$ cat config.mk
export PLATFORM = sky130hd
export DESIGN_NAME = strip_fan_triangle_assembler_core
export DESIGN_NICKNAME = d
export VERILOG_FILES = /design/src/rtl/core/sfta_pkg.sv /design/src/rtl/core/strip_fan_triangle_assembler_core.sv /design/src/rtl/core/sfta_asm.sv /design/src/rtl/core/sfta_emit.sv
export SDC_FILE = /design/constraint.sdc
export NUM_CORES = 1
export LEC_CHECK = 0
export ABC_AREA = 1
export ABC_CLOCK_PERIOD_IN_PS = 8300
export BUFFER_PORTS_ARGS = -buffer_cell sky130_fd_sc_hd__buf_2
export CAP_MARGIN = 10
export CORE_UTILIZATION = 36
export CTS_CLUSTER_SIZE = 16
export DETAILED_ROUTE_END_ITERATION = 6
export GPL_ROUTABILITY_DRIVEN = 0
export GPL_TIMING_DRIVEN = 0
export SYNTH_ARGS = -nofsm -noshare
export SYNTH_HDL_FRONTEND = slang
export SYNTH_SLANG_ARGS = --single-unit
$ cat constraint.sdc
create_clock -name clk -period 8.3 [get_ports clk]
set_input_delay 2.49 -clock clk [delete_from_list [all_inputs] [get_ports clk]]
set_output_delay 2.49 -clock clk [all_outputs]
set_load 0.02 [all_outputs]
$ cat src/rtl/core/sfta_pkg.sv
// Shared types and constants for the strip/fan triangle assembler.
// No dependencies; imported by every module of the block.
package sfta_pkg;

  localparam int CMD_W      = 16;
  localparam int VTX_W      = 4 * CMD_W;
  localparam int PART_W     = 3 * CMD_W;
  localparam int COUNT_BITS = 20;
  localparam int TOTAL_W    = 20;
  localparam int CORNERS    = 3;

  localparam logic [COUNT_BITS-1:0] COUNT_MAX = '1;

  typedef enum logic [2:0] {
    PH_HDR,
    PH_POS,
    PH_NRM,
    PH_S,
    PH_T
  } phase_t;

  typedef logic [CMD_W-1:0] word_t;
  typedef logic [VTX_W-1:0] vtx_t;

  // group of results handed from the assembler to the emitter
  typedef struct packed {
    logic [1:0]               cnt;
    logic                     mesh_end;
    logic [TOTAL_W-1:0]       total;
    logic [CORNERS-1:0][VTX_W-1:0] vtx;
  } batch_t;

endpackage

$ cat src/rtl/core/strip_fan_triangle_assembler_core.sv
// Strip/fan triangle assembler: turns a mesh command stream into triangle corner words.
// Path: input word register, then the sfta_emit result register once load_ok allows.
// Throughput: one input word per cycle unless stalled; a completed triangle's three
// corners leave the single result register while the next vertex's 4 words come in.
// A zero header after a triangle's t word stalls input until its last corner is taken.
// Reset (rst_n low, synchronous): expects a run header, corner count cleared, no results.
module strip_fan_triangle_assembler_core
  import sfta_pkg::*;
(
  input  logic               clk,
  input  logic               rst_n,
  input  logic               in_valid,
  output logic               in_stall,
  input  logic signed [15:0] in_cmd_word,
  output logic               out_valid,
  input  logic               out_stall,
  output logic signed [15:0] out_position_index,
  output logic signed [15:0] out_normal_index,
  output logic signed [15:0] out_tex_s,
  output logic signed [15:0] out_tex_t,
  output logic [1:0]         out_corner,
  output logic               out_mesh_end,
  output logic [19:0]        out_vertex_total,
  output logic               out_last_of_run
);

  batch_t batch;
  logic   batch_load;
  logic   load_ok;
  word_t  pos_w, nrm_w, s_w, t_w;

  sfta_asm u_asm (
    .clk         (clk),
    .rst_n       (rst_n),
    .in_valid    (in_valid),
    .in_stall    (in_stall),
    .in_cmd_word (word_t'(in_cmd_word)),
    .load_ok     (load_ok),
    .batch_load  (batch_load),
    .batch       (batch)
  );

  sfta_emit u_emit (
    .clk                (clk),
    .rst_n              (rst_n),
    .batch_load         (batch_load),
    .batch              (batch),
    .load_ok            (load_ok),
    .out_valid          (out_valid),
    .out_stall          (out_stall),
    .out_position_index (pos_w),
    .out_normal_index   (nrm_w),
    .out_tex_s          (s_w),
    .out_tex_t          (t_w),
    .out_corner         (out_corner),
    .out_mesh_end       (out_mesh_end),
    .out_vertex_total   (out_vertex_total),
    .out_last_of_run    (out_last_of_run)
  );

  assign out_position_index = signed'(pos_w);
  assign out_normal_index   = signed'(nrm_w);
  assign out_tex_s          = signed'(s_w);
  assign out_tex_t          = signed'(t_w);

endmodule

$ cat src/rtl/core/sfta_asm.sv
// Input word register, run/vertex state and triangle formation.
// Depends on sfta_pkg; feeds result groups to sfta_emit.
module sfta_asm
  import sfta_pkg::*;
(
  input  logic   clk,
  input  logic   rst_n,
  input  logic   in_valid,
  output logic   in_stall,
  input  word_t  in_cmd_word,
  input  logic   load_ok,
  output logic   batch_load,
  output batch_t batch
);

  logic                  in_vld_r, in_vld_nxt;
  word_t                 in_word_r;
  phase_t                phase_r, phase_nxt;
  logic [CMD_W-1:0]      left_r, left_nxt;
  logic                  fan_r, fan_nxt;
  logic [CMD_W-1:0]      ord_r, ord_nxt;
  logic [PART_W-1:0]     part_r, part_nxt;
  vtx_t                  anchor_r, anchor_nxt;
  vtx_t                  prev_r, prev_nxt;
  logic [COUNT_BITS-1:0] count_r, count_nxt;

  logic             wzero, ord_ge2, needs_out, go, accept;
  logic [CMD_W-1:0] left_dec;
  vtx_t             cur_v;

  assign wzero     = (in_word_r == '0);
  assign ord_ge2   = |ord_r[CMD_W-1:1];
  assign needs_out = ((phase_r == PH_HDR) && wzero) || ((phase_r == PH_T) && ord_ge2);
  assign go        = in_vld_r && (!needs_out || load_ok);
  assign in_stall  = in_vld_r && !go;
  assign accept    = in_valid && !in_stall;
  assign left_dec  = (left_r != '0) ? left_r - 1'b1 : '0;
  assign cur_v     = {in_word_r, part_r};
  assign batch_load = go && needs_out;

  assign in_vld_nxt = accept ? 1'b1 : (go ? 1'b0 : in_vld_r);

  // next phase
  always_comb begin
    phase_nxt = phase_r;
    if (go) begin
      unique case (phase_r)
        PH_HDR:  phase_nxt = wzero ? PH_HDR : PH_POS;
        PH_POS:  phase_nxt = PH_NRM;
        PH_NRM:  phase_nxt = PH_S;
        PH_S:    phase_nxt = PH_T;
        PH_T:    phase_nxt = (left_dec == '0) ? PH_HDR : PH_POS;
        default: phase_nxt = PH_HDR;
      endcase
    end
  end

  // datapath and result group
  always_comb begin
    left_nxt   = left_r;
    fan_nxt    = fan_r;
    ord_nxt    = ord_r;
    part_nxt   = part_r;
    anchor_nxt = anchor_r;
    prev_nxt   = prev_r;
    count_nxt  = count_r;
    batch      = '0;
    if (go) begin
      unique case (phase_r)
        PH_HDR: begin
          if (wzero) begin
            batch.cnt      = 2'd1;
            batch.mesh_end = 1'b1;
            batch.total    = TOTAL_W'(count_r);
            count_nxt      = '0;
          end else begin
            fan_nxt  = in_word_r[CMD_W-1];
            left_nxt = in_word_r[CMD_W-1] ? CMD_W'(-in_word_r) : in_word_r;
            ord_nxt  = '0;
            part_nxt = '0;
          end
        end
        PH_POS: part_nxt[CMD_W-1:0]         = in_word_r;
        PH_NRM: part_nxt[2*CMD_W-1:CMD_W]   = in_word_r;
        PH_S:   part_nxt[3*CMD_W-1:2*CMD_W] = in_word_r;
        PH_T: begin
          if (ord_r == '0) begin
            anchor_nxt = cur_v;
          end else if (!ord_ge2) begin
            prev_nxt = cur_v;
          end else begin
            batch.cnt    = 2'd3;
            batch.vtx[0] = anchor_r;
            if (fan_r || !ord_r[0]) begin
              batch.vtx[1] = prev_r;
              batch.vtx[2] = cur_v;
            end else begin
              batch.vtx[1] = cur_v;
              batch.vtx[2] = prev_r;
            end
            if (!fan_r) anchor_nxt = prev_r;
            prev_nxt = cur_v;
            if (count_r >= COUNT_MAX - COUNT_BITS'(CORNERS)) count_nxt = COUNT_MAX;
            else count_nxt = count_r + COUNT_BITS'(CORNERS);
          end
          ord_nxt  = ord_r + 1'b1;
          part_nxt = '0;
          left_nxt = left_dec;
        end
        default: ;
      endcase
    end
  end

  always_ff @(posedge clk) begin
    if (!rst_n) begin
      in_vld_r <= 1'b0;
      phase_r  <= PH_HDR;
      left_r   <= '0;
      fan_r    <= 1'b0;
      ord_r    <= '0;
      count_r  <= '0;
    end else begin
      in_vld_r <= in_vld_nxt;
      phase_r  <= phase_nxt;
      left_r   <= left_nxt;
      fan_r    <= fan_nxt;
      ord_r    <= ord_nxt;
      count_r  <= count_nxt;
    end
  end

  always_ff @(posedge clk) begin
    if (accept) in_word_r <= in_cmd_word;
    part_r   <= part_nxt;
    anchor_r <= anchor_nxt;
    prev_r   <= prev_nxt;
  end

  a_left_in_run: assert property (@(posedge clk) disable iff (!rst_n)
    (phase_r != PH_HDR) |-> (left_r != '0))
    else $error("vertex phase with no vertices left");

  a_tri_on_t: assert property (@(posedge clk) disable iff (!rst_n)
    (batch_load && !batch.mesh_end) |-> (phase_r == PH_T && ord_ge2 && batch.cnt == 2'd3))
    else $error("triangle group formed outside t word");

  a_count_sat: assert property (@(posedge clk) disable iff (!rst_n)
    ($past(count_r) == COUNT_MAX && $past(phase_r) != PH_HDR) |-> (count_r == COUNT_MAX))
    else $error("saturated count moved");

endmodule

$ cat src/rtl/core/sfta_emit.sv
// Result register: holds one group of up to three results and hands them out in order.
// Depends on sfta_pkg; loaded by sfta_asm.
module sfta_emit
  import sfta_pkg::*;
(
  input  logic               clk,
  input  logic               rst_n,
  input  logic               batch_load,
  input  batch_t             batch,
  output logic               load_ok,
  output logic               out_valid,
  input  logic               out_stall,
  output word_t              out_position_index,
  output word_t              out_normal_index,
  output word_t              out_tex_s,
  output word_t              out_tex_t,
  output logic [1:0]         out_corner,
  output logic               out_mesh_end,
  output logic [TOTAL_W-1:0] out_vertex_total,
  output logic               out_last_of_run
);

  logic [1:0]                    cnt_r, cnt_nxt;
  logic [1:0]                    idx_r, idx_nxt;
  logic [CORNERS-1:0][VTX_W-1:0] vtx_r;
  logic                          end_r;
  logic [TOTAL_W-1:0]            total_r;
  logic                          take;
  vtx_t                          sel_v;

  assign out_valid = (cnt_r != 2'd0);
  assign take      = out_valid && !out_stall;
  assign load_ok   = (cnt_r == 2'd0) || ((cnt_r == 2'd1) && take);

  always_comb begin
    cnt_nxt = cnt_r;
    idx_nxt = idx_r;
    if (batch_load) begin
      cnt_nxt = batch.cnt;
      idx_nxt = 2'd0;
    end else if (take) begin
      cnt_nxt = cnt_r - 1'b1;
      idx_nxt = idx_r + 1'b1;
    end
  end

  always_comb begin
    unique case (idx_r)
      2'd0:    sel_v = vtx_r[0];
      2'd1:    sel_v = vtx_r[1];
      2'd2:    sel_v = vtx_r[2];
      default: sel_v = '0;
    endcase
  end

  assign out_position_index = sel_v[CMD_W-1:0];
  assign out_normal_index   = sel_v[2*CMD_W-1:CMD_W];
  assign out_tex_s          = sel_v[3*CMD_W-1:2*CMD_W];
  assign out_tex_t          = sel_v[4*CMD_W-1:3*CMD_W];
  assign out_corner         = idx_r;
  assign out_mesh_end       = end_r;
  assign out_vertex_total   = total_r;
  assign out_last_of_run    = (cnt_r == 2'd1);

  always_ff @(posedge clk) begin
    if (!rst_n) begin
      cnt_r <= 2'd0;
      idx_r <= 2'd0;
    end else begin
      cnt_r <= cnt_nxt;
      idx_r <= idx_nxt;
    end
  end

  always_ff @(posedge clk) begin
    if (batch_load) begin
      vtx_r   <= batch.vtx;
      end_r   <= batch.mesh_end;
      total_r <= batch.total;
    end
  end

  a_tri_order: assert property (@(posedge clk) disable iff (!rst_n)
    (out_valid && !end_r) |-> ((idx_r + cnt_r) == 2'd3))
    else $error("corner index out of step with remaining count");

  a_end_single: assert property (@(posedge clk) disable iff (!rst_n)
    (out_valid && end_r) |-> (cnt_r == 2'd1 && idx_r == 2'd0))
    else $error("end-of-mesh group longer than one word");

  a_drain: assert property (@(posedge clk) disable iff (!rst_n)
    (take && cnt_r == 2'd1 && !batch_load) |=> (cnt_r == 2'd0))
    else $error("emitter did not drain after last word");

  a_no_overrun: assert property (@(posedge clk) disable iff (!rst_n)
    (batch_load && cnt_r != 2'd0) |-> (cnt_r == 2'd1 && take))
    else $error("group loaded over pending results");

endmodule

==> run_results.csv, run 1 <==
group,metric,value,unit
status,run_status,"completed",
setup_path,r2r_slack,4.64,ns
power_and_ir_drop,switchingPower,1160,µW
die,die_area,0.0616,mm²
detailed_routing,drtIter0Drc,1593,
timing,finalCriticalPeriod,6.11,ns
min_path,min_path_cells,0,
setup_path,cp_common_cell,"buf_2",
synthesis,async_flop_share,0,
die,coreArea,0.0595,mm²
detailed_routing,ant_nets,0,
timing,slew_headroom,0.332,
clock_tree,ctsHoldBuffers,0,
timing,hold_viol,0,
setup_path,cp_max_fo,3,
timing,setup_viol,0,
setup_path,slowest_stage,"a21oi_1",
detailed_routing,wire_per_inst,17.5,µm
detailed_routing,routed_wl,57.6,mm
die,start_util,0.367,
setup_path,startpoint,"out_stall",
cells_and_area,fill_cells,5792,
clock_tree,cts-root-buf,"clkbuf_16",
timing,report.final.slew_viol_count,0,
timing,period_share,0.736,
cells_and_area,drive_above_1_share,0.115,
cells_and_area,post-route-util,0.420,
global_routing,antenna_found_initial,0,
synthesis,synth_area,0.0218,mm²
clock_tree,cts_buffer_depth,3,
timing,rsz0062_at_grt,"no",
power_and_ir_drop,powerDensity,199,mW/mm²
power_and_ir_drop,p_seq_frac,0.522,
power_and_ir_drop,p_int,3800,µW
global_routing,grt_pass1_wl,88.5,mm
timing,max_freq,164,MHz
power_and_ir_drop,p_total,4960,µW
clock_tree,clkSinkCount,466,
power_and_ir_drop,p_sw_frac,0.234,
global_routing,grt_start_max_net_pins,137,
cells_and_area,final_area,0.0250,mm²
setup_path,cp_cell_sequence,"buf_2 -> inv_1 -> a21oi_1 -> nand2_4 -> nor2_1 -> buf_2",
setup_path,worstReg2RegEnd,"u_emit.vtx_r[31]",
setup_path,cp_num_buf_inv,3,
clock_tree,h-tree-depth,2,
placed_design,dp_hpwl,39.7,mm
setup_path,reg2regPathDepth,11,
clock_tree,clk_latency,0.58,ns
die,fp.dieH,248,µm
clock_tree,cts_tree,"built",
setup_path,worstPathRequired,5.81,ns
detailed_routing,drtPass1Iterations,6,
synthesis,synth_cell_type_count,41,
min_path,worstHoldEndpoint,"u_asm.prev_r[48]",
setup_path,worstSetupPathType,"input port to output port",
global_routing,overflow,0,
global_routing,grt_pass1_vias,15800,
setup_path,crit_path_start_kind,"input port",
cells_and_area,regArea,0.0134,mm²
power_and_ir_drop,irDropWorstVdd,0.000147,V
synthesis,netlist_instances,2309,
power_and_ir_drop,p_leak,0.0103,µW
setup_path,r2r_start,"u_asm.in_word_r[1]",
cells_and_area,layout.nets,2507,
synthesis,syn-mean-instance-area,9.45,µm²
global_routing,grt_usage,0.187,
clock_tree,post_cts_buffers,0,
cells_and_area,final_cell_mix,"nand2_1 (500), nor2_1 (422), edfxtp_1 (405), inv_1 (256), a21oi_1 (127)",
synthesis,synth_nets,2341,
setup_path,cp-end-kind,"output port",
timing,tightest_slew,1.00,ns
detailed_routing,drc,0,
cells_and_area,multi_input_area,0.00679,mm²
placed_design,dpl_cell_area,0.0235,mm²
placed_design,portBuffers,108,
synthesis,synthFlopType,"edfxtp_1",
setup_path,cpPeakStageDelay,0.34,ns
power_and_ir_drop,combinationalPowerShare,0.065,
die,dieWidth,248,µm
clock_tree,clkTransAtPathRegs,0.06,ns
timing,holdWs,0.448,ns
cells_and_area,layout_commonest_cell,"nand2_1",
timing,fin_skew,0.0149,ns
clock_tree,cts_resized,0,
clock_tree,cts-buffers-inserted,49,
min_path,hold_path.class,"register to register",
setup_path,critPathArrivalTime,3.62,ns
die,ios,110,
detailed_routing,viasPerCell,4.98,
cells_and_area,diodes,0,
die,fp-row-count,89,
setup_path,path_delay_family,"buffers and inverters",
power_and_ir_drop,clock_power_share,0.413,
synthesis,synth_edf_count,405,
timing,setup_tns,0,ns
flow_run,maxCapViolations,0,
detailed_routing,vias,16400,
synthesis,yosysSeqAreaShare,0.614,
synthesis,ys_ff_latch,466,
synthesis,synth_warnings,0,
min_path,hold_path.startpoint,"u_asm.in_word_r[0]",
cells_and_area,syn_to_final_growth,14.4,%
[worst max-delay path by stage]
| stage | to | slack (ns) | cells after the start |
|---|---|---|---|
| floorplan | u_emit.out_mesh_end | 0.72 | 5 |
| global placement | u_emit.vtx_r[109] | -1.27 | 6 |
| detailed placement | in_stall | 2.23 | 6 |
| CTS | in_stall | 2.23 | 6 |
| global route | in_stall | 2.16 | 6 |
| finish | in_stall | 2.19 | 6 |
[power by group through the flow]
stage	logic, µW	clock network [µW]	registers (µW)
6_report	322	2050	2590
5_1_grt	356	2180	2590
4_1_cts	319	2090	2590
3_5_place_dp	318	0	2640
3_3_place_gp	308	0	2640
2_1_floorplan	205	0	2630
[per-stage QoR]
| stage | worst slack, ns | cells |
|---|---|---|
| after detailed placement | 2.23 | 3197 |
| after floorplan | 0.719 | 2309 |
| after CTS | 2.23 | 3284 |
| after global placement | -1.27 | 3190 |
| after global routing | 2.16 | 3284 |
| final | 2.19 | 3284 |
[area by class of cell]
type                    count  area share
flip-flops and latches    466       0.536
plain buffers             119      0.0248
clock buffers              68      0.0541
clock inverters            19     0.00456
multi-input cells        1446       0.272
well taps                 773      0.0387
inverters                 278      0.0422
repair buffers            115      0.0275
[per-layer routing]
layer  vias up  global-route usage  part of all wire
met3       102              0.0314             0.069
met2       587               0.315              0.48
met1      7740               0.245              0.42
met5         -                   0                 0
li1       7927                   -                 -
met4         0              0.0615             0.028
[flip-flops by register name, indices dropped and copies added (netlist names)]
name                     cells
u_asm.in_vld_r               1
u_asm.prev_r                64
u_asm.fan_r                  1
u_asm.ord_r                 16
u_asm.in_word_r             16
u_emit.out_vertex_total     20
u_asm.phase_r                3
u_emit.out_corner            2
u_asm.anchor_r              64
u_asm.part_r                48
u_emit.vtx_r               192
u_asm.left_r                16
u_emit.cnt_r                 2
u_asm.count_r               20
u_emit.out_mesh_end          1
[synth_stat cells (18+ instances only)]
library cell  number  area [µm²]
dfxtp_1           61        1220
nand3_1          121         606
edfxtp_1         405       12200
a21oi_1          130         651
a211oi_1          23         173
inv_1            257         965
buf_6             18         203
a211oi_2          42         526
nand2_1          500        1880
xor2_1            22         193
o21ai_0          112         561
clkbuf_1          76         285
nor2_1           424        1590
[kinds of logic (layout without fill, tap and decap cells)]
group	count (synthesis)	count (layout)	share of synthesized area
compound gates	326	326	0.0930
buf+inv	397	599	0.0763
flops	466	466	0.614
xor+xnor	24	24	0.00964
simple gates	1084	1084	0.201
fa+ha+maj	12	12	0.00688
Note: power is estimated with default switching activity, not from simulation.
==> run 2, diff against run 1 <==
--- a/config.mk
+++ b/config.mk
@@ -5,8 +5,8 @@
 export SDC_FILE = /design/constraint.sdc
 export NUM_CORES = 1
 export LEC_CHECK = 0
-export ABC_AREA = 1
-export ABC_CLOCK_PERIOD_IN_PS = 8300
+export ABC_AREA = 0
+export ABC_CLOCK_PERIOD_IN_PS = 5200
 export BUFFER_PORTS_ARGS = -buffer_cell sky130_fd_sc_hd__buf_2
 export CAP_MARGIN = 10
 export CORE_UTILIZATION = 36
==> constraint.sdc (replaced) <==
create_clock -name clk -period 5.2 [get_ports clk]
set_input_delay 1.56 -clock clk [delete_from_list [all_inputs] [get_ports clk]]
set_output_delay 1.56 -clock clk [all_outputs]
set_load 0.02 [all_outputs]
==> run 2 against run 1 <==
- sequential power up 59%
- area after synthesis down 5.1%
- count of clock-buffer cells in the layout down 11
- die area down 5.1%
- critical path depth unchanged
- final area down 3.8%
- via count down 9.1%
- global-route usage up 0.32 points
- utilization up 0.43 points
- combinational power up 30%
==> run_results.csv, run 2 <==
group,metric,value,unit
status,run_status,"completed",
detailed_routing,drtPass1Iterations,7,
power_and_ir_drop,p_leak,0.00890,µW
cells_and_area,top_regs,"u_emit.vtx_r: 192 flops, u_asm.anchor_r: 64 flops, u_asm.prev_r: 64 flops",
synthesis,synthFlopType,"edfxtp_1",
synthesis,synth_nets,1787,
power_and_ir_drop,switchingPower,1840,µW
synthesis,synth_warnings,0,
cells_and_area,drive_above_1_share,0.148,
die,dieWidth,242,µm
die,fp.dieH,242,µm
timing,hold_viol,0,
clock_tree,cts-buffers-inserted,51,
synthesis,netlist_instances,1755,
timing,finalCriticalPeriod,5.01,ns
synthesis,syn-mean-instance-area,11.8,µm²
detailed_routing,vias,14900,
timing,fin_skew,0.0239,ns
clock_tree,cts_buffer_depth,3,
global_routing,grt_pass1_wl,85.7,mm
power_and_ir_drop,p_int,6210,µW
global_routing,grt_start_max_net_pins,190,
global_routing,grt_usage,0.191,
timing,rsz0062_at_grt,"no",
timing,max_freq,200,MHz
detailed_routing,drc,0,
cells_and_area,final_area,0.0240,mm²
clock_tree,cts_resized,0,
synthesis,synth_commonest_cells,"edfxtp_1 (405), nand2_1 (303), a21oi_1 (165)",
die,start_util,0.365,
power_and_ir_drop,clock_power_share,0.435,
min_path,min_path_cells,0,
detailed_routing,ant_nets,0,
global_routing,overflow,0,
synthesis,synth_top_area_frac,0.588,
detailed_routing,drtIter0Drc,2059,
timing,period_share,0.964,
clock_tree,ctsHoldBuffers,0,
clock_tree,h-tree-depth,2,
power_and_ir_drop,p_sw_frac,0.229,
detailed_routing,wire_per_inst,21.0,µm
synthesis,synth_cell_type_count,73,
setup_path,worstPathRequired,3.64,ns
flow_run,maxCapViolations,0,
timing,tightest_slew,1.18,ns
cells_and_area,fin_cells,2725,
synthesis,synth_top_area_cell,"edfxtp_1",
power_and_ir_drop,p_seq_frac,0.513,
cells_and_area,diodes,0,
die,fp-row-count,87,
cells_and_area,final_cell_mix,"edfxtp_1 (405), nand2_1 (303), a21oi_1 (165), and2_1 (133), nor2_1 (119)",
timing,report.final.slew_viol_count,0,
placed_design,dp_hpwl,37.7,mm
cells_and_area,fill_cells,5333,
min_path,hold_path.class,"register to register",
synthesis,synthMostInstantiatedCell,"edfxtp_1",
global_routing,antenna_found_initial,1,
cells_and_area,layout_commonest_cell,"edfxtp_1",
setup_path,cp-end-kind,"output port",
clock_tree,cts-root-buf,"clkbuf_16",
setup_path,cp_max_fo,10,
clock_tree,cts_tree,"built",
power_and_ir_drop,irDropWorstVdd,0.000222,V
synthesis,synth_area,0.0207,mm²
synthesis,async_flop_share,0,
placed_design,dp_cells,2630,
cells_and_area,syn_to_final_growth,16.0,%
power_and_ir_drop,powerDensity,335,mW/mm²
power_and_ir_drop,combinationalPowerShare,0.052,
placed_design,portBuffers,109,
cells_and_area,largest-register,"u_emit.vtx_r",
synthesis,synth_area_leaders,"edfxtp_1 (59%), dfxtp_1 (5.9%), nand2_1 (5.5%), and2_1 (4.1%), a21oi_1 (4.0%)",
die,coreArea,0.0566,mm²
setup_path,crit_path_start_kind,"register",
detailed_routing,viasPerCell,5.45,
setup_path,reg2regPathDepth,10,
setup_path,critPathArrivalTime,3.45,ns
die,die_area,0.0584,mm²
clock_tree,clk_latency,0.60,ns
timing,setup_tns,0,ns
die,ios,110,
global_routing,grt_pass1_vias,14500,
timing,slew_headroom,0.211,
cells_and_area,layout.nets,1962,
cells_and_area,largest_reg_flops,192,
cells_and_area,post-route-util,0.424,
detailed_routing,routed_wl,57.2,mm
clock_tree,clkSinkCount,466,
placed_design,dpl_cell_area,0.0224,mm²
clock_tree,clkTransAtPathRegs,0.06,ns
synthesis,yosysSeqAreaShare,0.647,
timing,setup_viol,0,
synthesis,synth_edf_count,405,
setup_path,worstSetupPathType,"register to output port",
synthesis,ys_ff_latch,466,
==> run 2: power groups by stage <==
stage                     Sequential (µW)  Combinational (µW)  Clock (µW)
after floorplan                      4190                 263           0
after global placement               4210                 400           0
after detailed placement             4210                 411           0
after CTS                            4130                 412        3550
after global routing                 4130                 450        3700
final                                4130                 419        3500
==> run 2: layer usage <==
metal  wire length (µm)  global-route usage
met2              26800               0.308
met1              24500               0.261
met4               1810              0.0661
met3               4030              0.0287
met5                  0                   0
==> run 2: stage by stage <==
stage,setup WS [ns],hold slack (ns),total power (µW)
floorplan,0.708,0.421,4450
global placement,-1.10,0.430,4610
detailed placement,0.795,0.433,4620
CTS,0.132,0.448,8090
global route,0.169,0.465,8280
finish,0.189,0.446,8040
==> run 2: cells by family (layout without fill, tap and decap cells) <==
kind of cell,after synthesis,count (layout),share of synthesized area
and+or+nand+nor,699,699,0.162
DFF,466,466,0.647
AOI/OAI and AO/OA,331,331,0.104
buffers and inverters,147,361,0.0291
muxes,71,71,0.0383
xor gates and xnor gates,29,29,0.0123
adders and majority gates,12,12,0.00726
==> run 2: critical path: stages (launching register included) <==
cell and delay, ns:
dfxtp_1 0.48, ha_1 0.21, clkbuf_1 0.75, clkbuf_1 0.60, a222oi_1 0.25, nor2_1 0.33, buf_2 0.24
==> run 2: final cells by class <==
cell class                 instances  area, µm²  share of cell area
inverter                          17       76.3             0.00318
clock inverter                    35        297              0.0124
buffer                           130        538              0.0224
timing repair buffer             122        743              0.0310
multi-input combinational       1142       6720               0.280
clock buffer                      57       1300              0.0541
sequential                       466      13400               0.557
tap                              756        946              0.0394
==> run 2: path summary, 6_finish.rpt <==
| kind | startpoint | endpoint | slack (ns) |
|---|---|---|---|
| min reg2reg | u_asm.in_word_r[1] | u_asm.prev_r[49] | 0.45 |
| max | u_emit.out_corner[1] | out_tex_t[7] | 0.19 |
| max reg2reg | u_asm.in_word_r[1] | u_emit.vtx_r[85] | 0.79 |
| min | u_asm.in_word_r[1] | u_asm.prev_r[49] | 0.45 |
==> run 2: repair_timing <==
| item | 4_1_cts | 5_1_grt |
|---|---|---|
| setup endpoints to repair | 0 | 1 |
| setup buffers | 0 | 2 |
| hold endpoints to repair | 0 | 0 |
==> run 3, diff against run 2 <==
--- a/config.mk
+++ b/config.mk
@@ -6,7 +6,7 @@
 export NUM_CORES = 1
 export LEC_CHECK = 0
 export ABC_AREA = 0
-export ABC_CLOCK_PERIOD_IN_PS = 5200
+export ABC_CLOCK_PERIOD_IN_PS = 5000
 export BUFFER_PORTS_ARGS = -buffer_cell sky130_fd_sc_hd__buf_2
 export CAP_MARGIN = 10
 export CORE_UTILIZATION = 36
==> constraint.sdc (replaced) <==
create_clock -name clk -period 5 [get_ports clk]
set_input_delay 1.5 -clock clk [delete_from_list [all_inputs] [get_ports clk]]
set_output_delay 1.5 -clock clk [all_outputs]
set_load 0.02 [all_outputs]
==> run 3 against run 2 <==
- sequential cell count is the same
- critical endpoint unchanged
- largest cell class unchanged
- sequential power grew 4%
- worst setup slack lost 0.18 ns
- critical path type unchanged
==> run_results.csv, run 3 (synthesized netlist as in run 2, its figures left out) <==
group,metric,value,unit
setup_path,worstReg2RegEnd,"u_emit.vtx_r[85]",
cells_and_area,fill_cells,5331,
min_path,hold_path.startpoint,"u_asm.in_word_r[2]",
setup_path,r2r_slack,0.59,ns
detailed_routing,drtPass1Iterations,6,
cells_and_area,drive_above_1_share,0.147,
die,ios,110,
timing,hold_viol,0,
die,dieWidth,242,µm
clock_tree,clkSinkCount,466,
detailed_routing,wire_per_inst,20.9,µm
timing,setup_viol,0,
setup_path,worstSetupPathType,"register to output port",
die,die_area,0.0584,mm²
timing,tightest_slew,1.18,ns
min_path,min_path_cells,0,
cells_and_area,top_regs,"u_emit.vtx_r: 192 flops, u_asm.anchor_r: 64 flops, u_asm.prev_r: 64 flops",
clock_tree,cts-buffers-inserted,51,
global_routing,overflow,0,
cells_and_area,diodes,0,
detailed_routing,ant_nets,0,
clock_tree,cts-root-buf,"clkbuf_16",
timing,fin_skew,0.0247,ns
die,coreArea,0.0566,mm²
timing,report.final.slew_viol_count,0,
setup_path,reg2regPathDepth,10,
clock_tree,ctsHoldBuffers,0,
clock_tree,h-tree-depth,2,
cells_and_area,final_cell_mix,"edfxtp_1 (405), nand2_1 (303), a21oi_1 (165), and2_1 (133), nor2_1 (119)",
global_routing,grt_util_met1,0.261,
timing,setup_ws,0.00634,ns
cells_and_area,regArea,0.0134,mm²
global_routing,gr-usage-met2,0.308,
timing,slew_headroom,0.216,
cells_and_area,layout_commonest_cell,"edfxtp_1",
clock_tree,cts_tree,"built",
power_and_ir_drop,p_leak,0.00889,µW
timing,period_share,0.999,
global_routing,grt_usage,0.191,
detailed_routing,drc,0,
setup_path,r2r_start,"u_asm.in_word_r[1]",
timing,max_freq,200,MHz
global_routing,grt.busiest_layer,"met2",
detailed_routing,vias,14900,
die,fp.dieH,242,µm
clock_tree,clk_latency,0.60,ns
detailed_routing,drtIter0Drc,2014,
setup_path,cp-end-kind,"output port",
global_routing,use_met3,0.0286,
global_routing,grt_start_max_net_pins,190,
placed_design,portBuffers,109,
status,run_status,"completed",
min_path,hold_path.class,"register to register",
setup_path,critPathArrivalTime,3.49,ns
setup_path,crit_path_start_kind,"register",
timing,finalCriticalPeriod,4.99,ns
placed_design,dp_hpwl,37.7,mm
placed_design,place_ws,0.655,ns
power_and_ir_drop,powerDensity,349,mW/mm²
setup_path,worstPathRequired,3.50,ns
cells_and_area,layout.nets,1961,
cells_and_area,multi_input_area,0.00672,mm²
timing,rsz0062_at_grt,"no",
cells_and_area,syn_to_final_growth,16.0,%
clock_tree,clkTransAtPathRegs,0.06,ns
die,start_util,0.365,
clock_tree,cts_buffer_depth,3,
global_routing,antenna_found_initial,1,
power_and_ir_drop,irDropWorstVdd,0.000232,V
global_routing,grt_pass1_wl,85.7,mm
detailed_routing,routed_wl,57.0,mm
global_routing,grt_pass1_vias,14500,
min_path,worstHoldEndpoint,"u_asm.prev_r[50]",
setup_path,cp_max_fo,10,
flow_run,maxCapViolations,0,
cells_and_area,largest_reg_flops,192,
power_and_ir_drop,p_total,8370,µW
die,fp-row-count,87,
detailed_routing,viasPerCell,5.46,
timing,setup_tns,0,ns
cells_and_area,post-route-util,0.424,
cells_and_area,largest-register,"u_emit.vtx_r",
run 3: layout make-up:
cell class	count	share of cell area
buffer	130	0.0224
clock buffer	57	0.0541
clock inverter	35	0.0124
inverter	17	0.00318
multi-input combinational	1142	0.280
sequential	466	0.558
tap	756	0.0394
timing repair buffer	121	0.0307
run 3: timing repair:
item | in CTS | in global routing
buffers inserted | 1 | 0
setup endpoints to repair | 1 | 0
endpoints found under the hold margin | 0 | 0
resized for setup | 0 | 0
run 3: metal layers:
| layer | share of wire | up-vias |
|---|---|---|
| li1 | - | 6806 |
| met1 | 0.43 | 7337 |
| met2 | 0.47 | 625 |
| met3 | 0.069 | 112 |
| met4 | 0.031 | 0 |
| met5 | 0 | - |
run 3: through the flow:
step	hold slack (ns)	std cells	cell area, µm²
2_1_floorplan	0.421	1755	20700
3_3_place_gp	0.430	2620	22200
3_5_place_dp	0.433	2630	22400
4_1_cts	0.448	2723	24000
5_1_grt	0.465	2724	24000
6_report	0.447	2724	24000
run 3: worst max-delay path, cell delays in order, from the launching register on:
cell and delay [ns]:
dfxtp_1 0.51, ha_1 0.21, clkbuf_1 0.74, clkbuf_1 0.65, a222oi_1 0.21, nor2_1 0.35
buf_2 0.24
run 3: worst max path at each step:
stage,start,endpoint,slack (ns)
2_1_floorplan,out_stall,u_asm.anchor_r[0],0.57
3_3_place_gp,out_stall,u_asm.anchor_r[32],-1.24
3_5_place_dp,u_asm.in_word_r[1],in_stall,0.65
4_1_cts,u_emit.out_corner[1],out_tex_t[7],0.15
5_1_grt,u_emit.out_corner[0],out_tex_t[7],0.03
6_report,u_emit.out_corner[0],out_tex_t[7],0.006
run 3: power breakdown:
part	internal (µW)	total, µW	leakage, µW	switching [µW]
Sequential	4240	4300	0.00474	54.9
Combinational	133	436	0.00337	303
Clock	2080	3640	0.000777	1560
Total	6450	8370	0.00889	1910
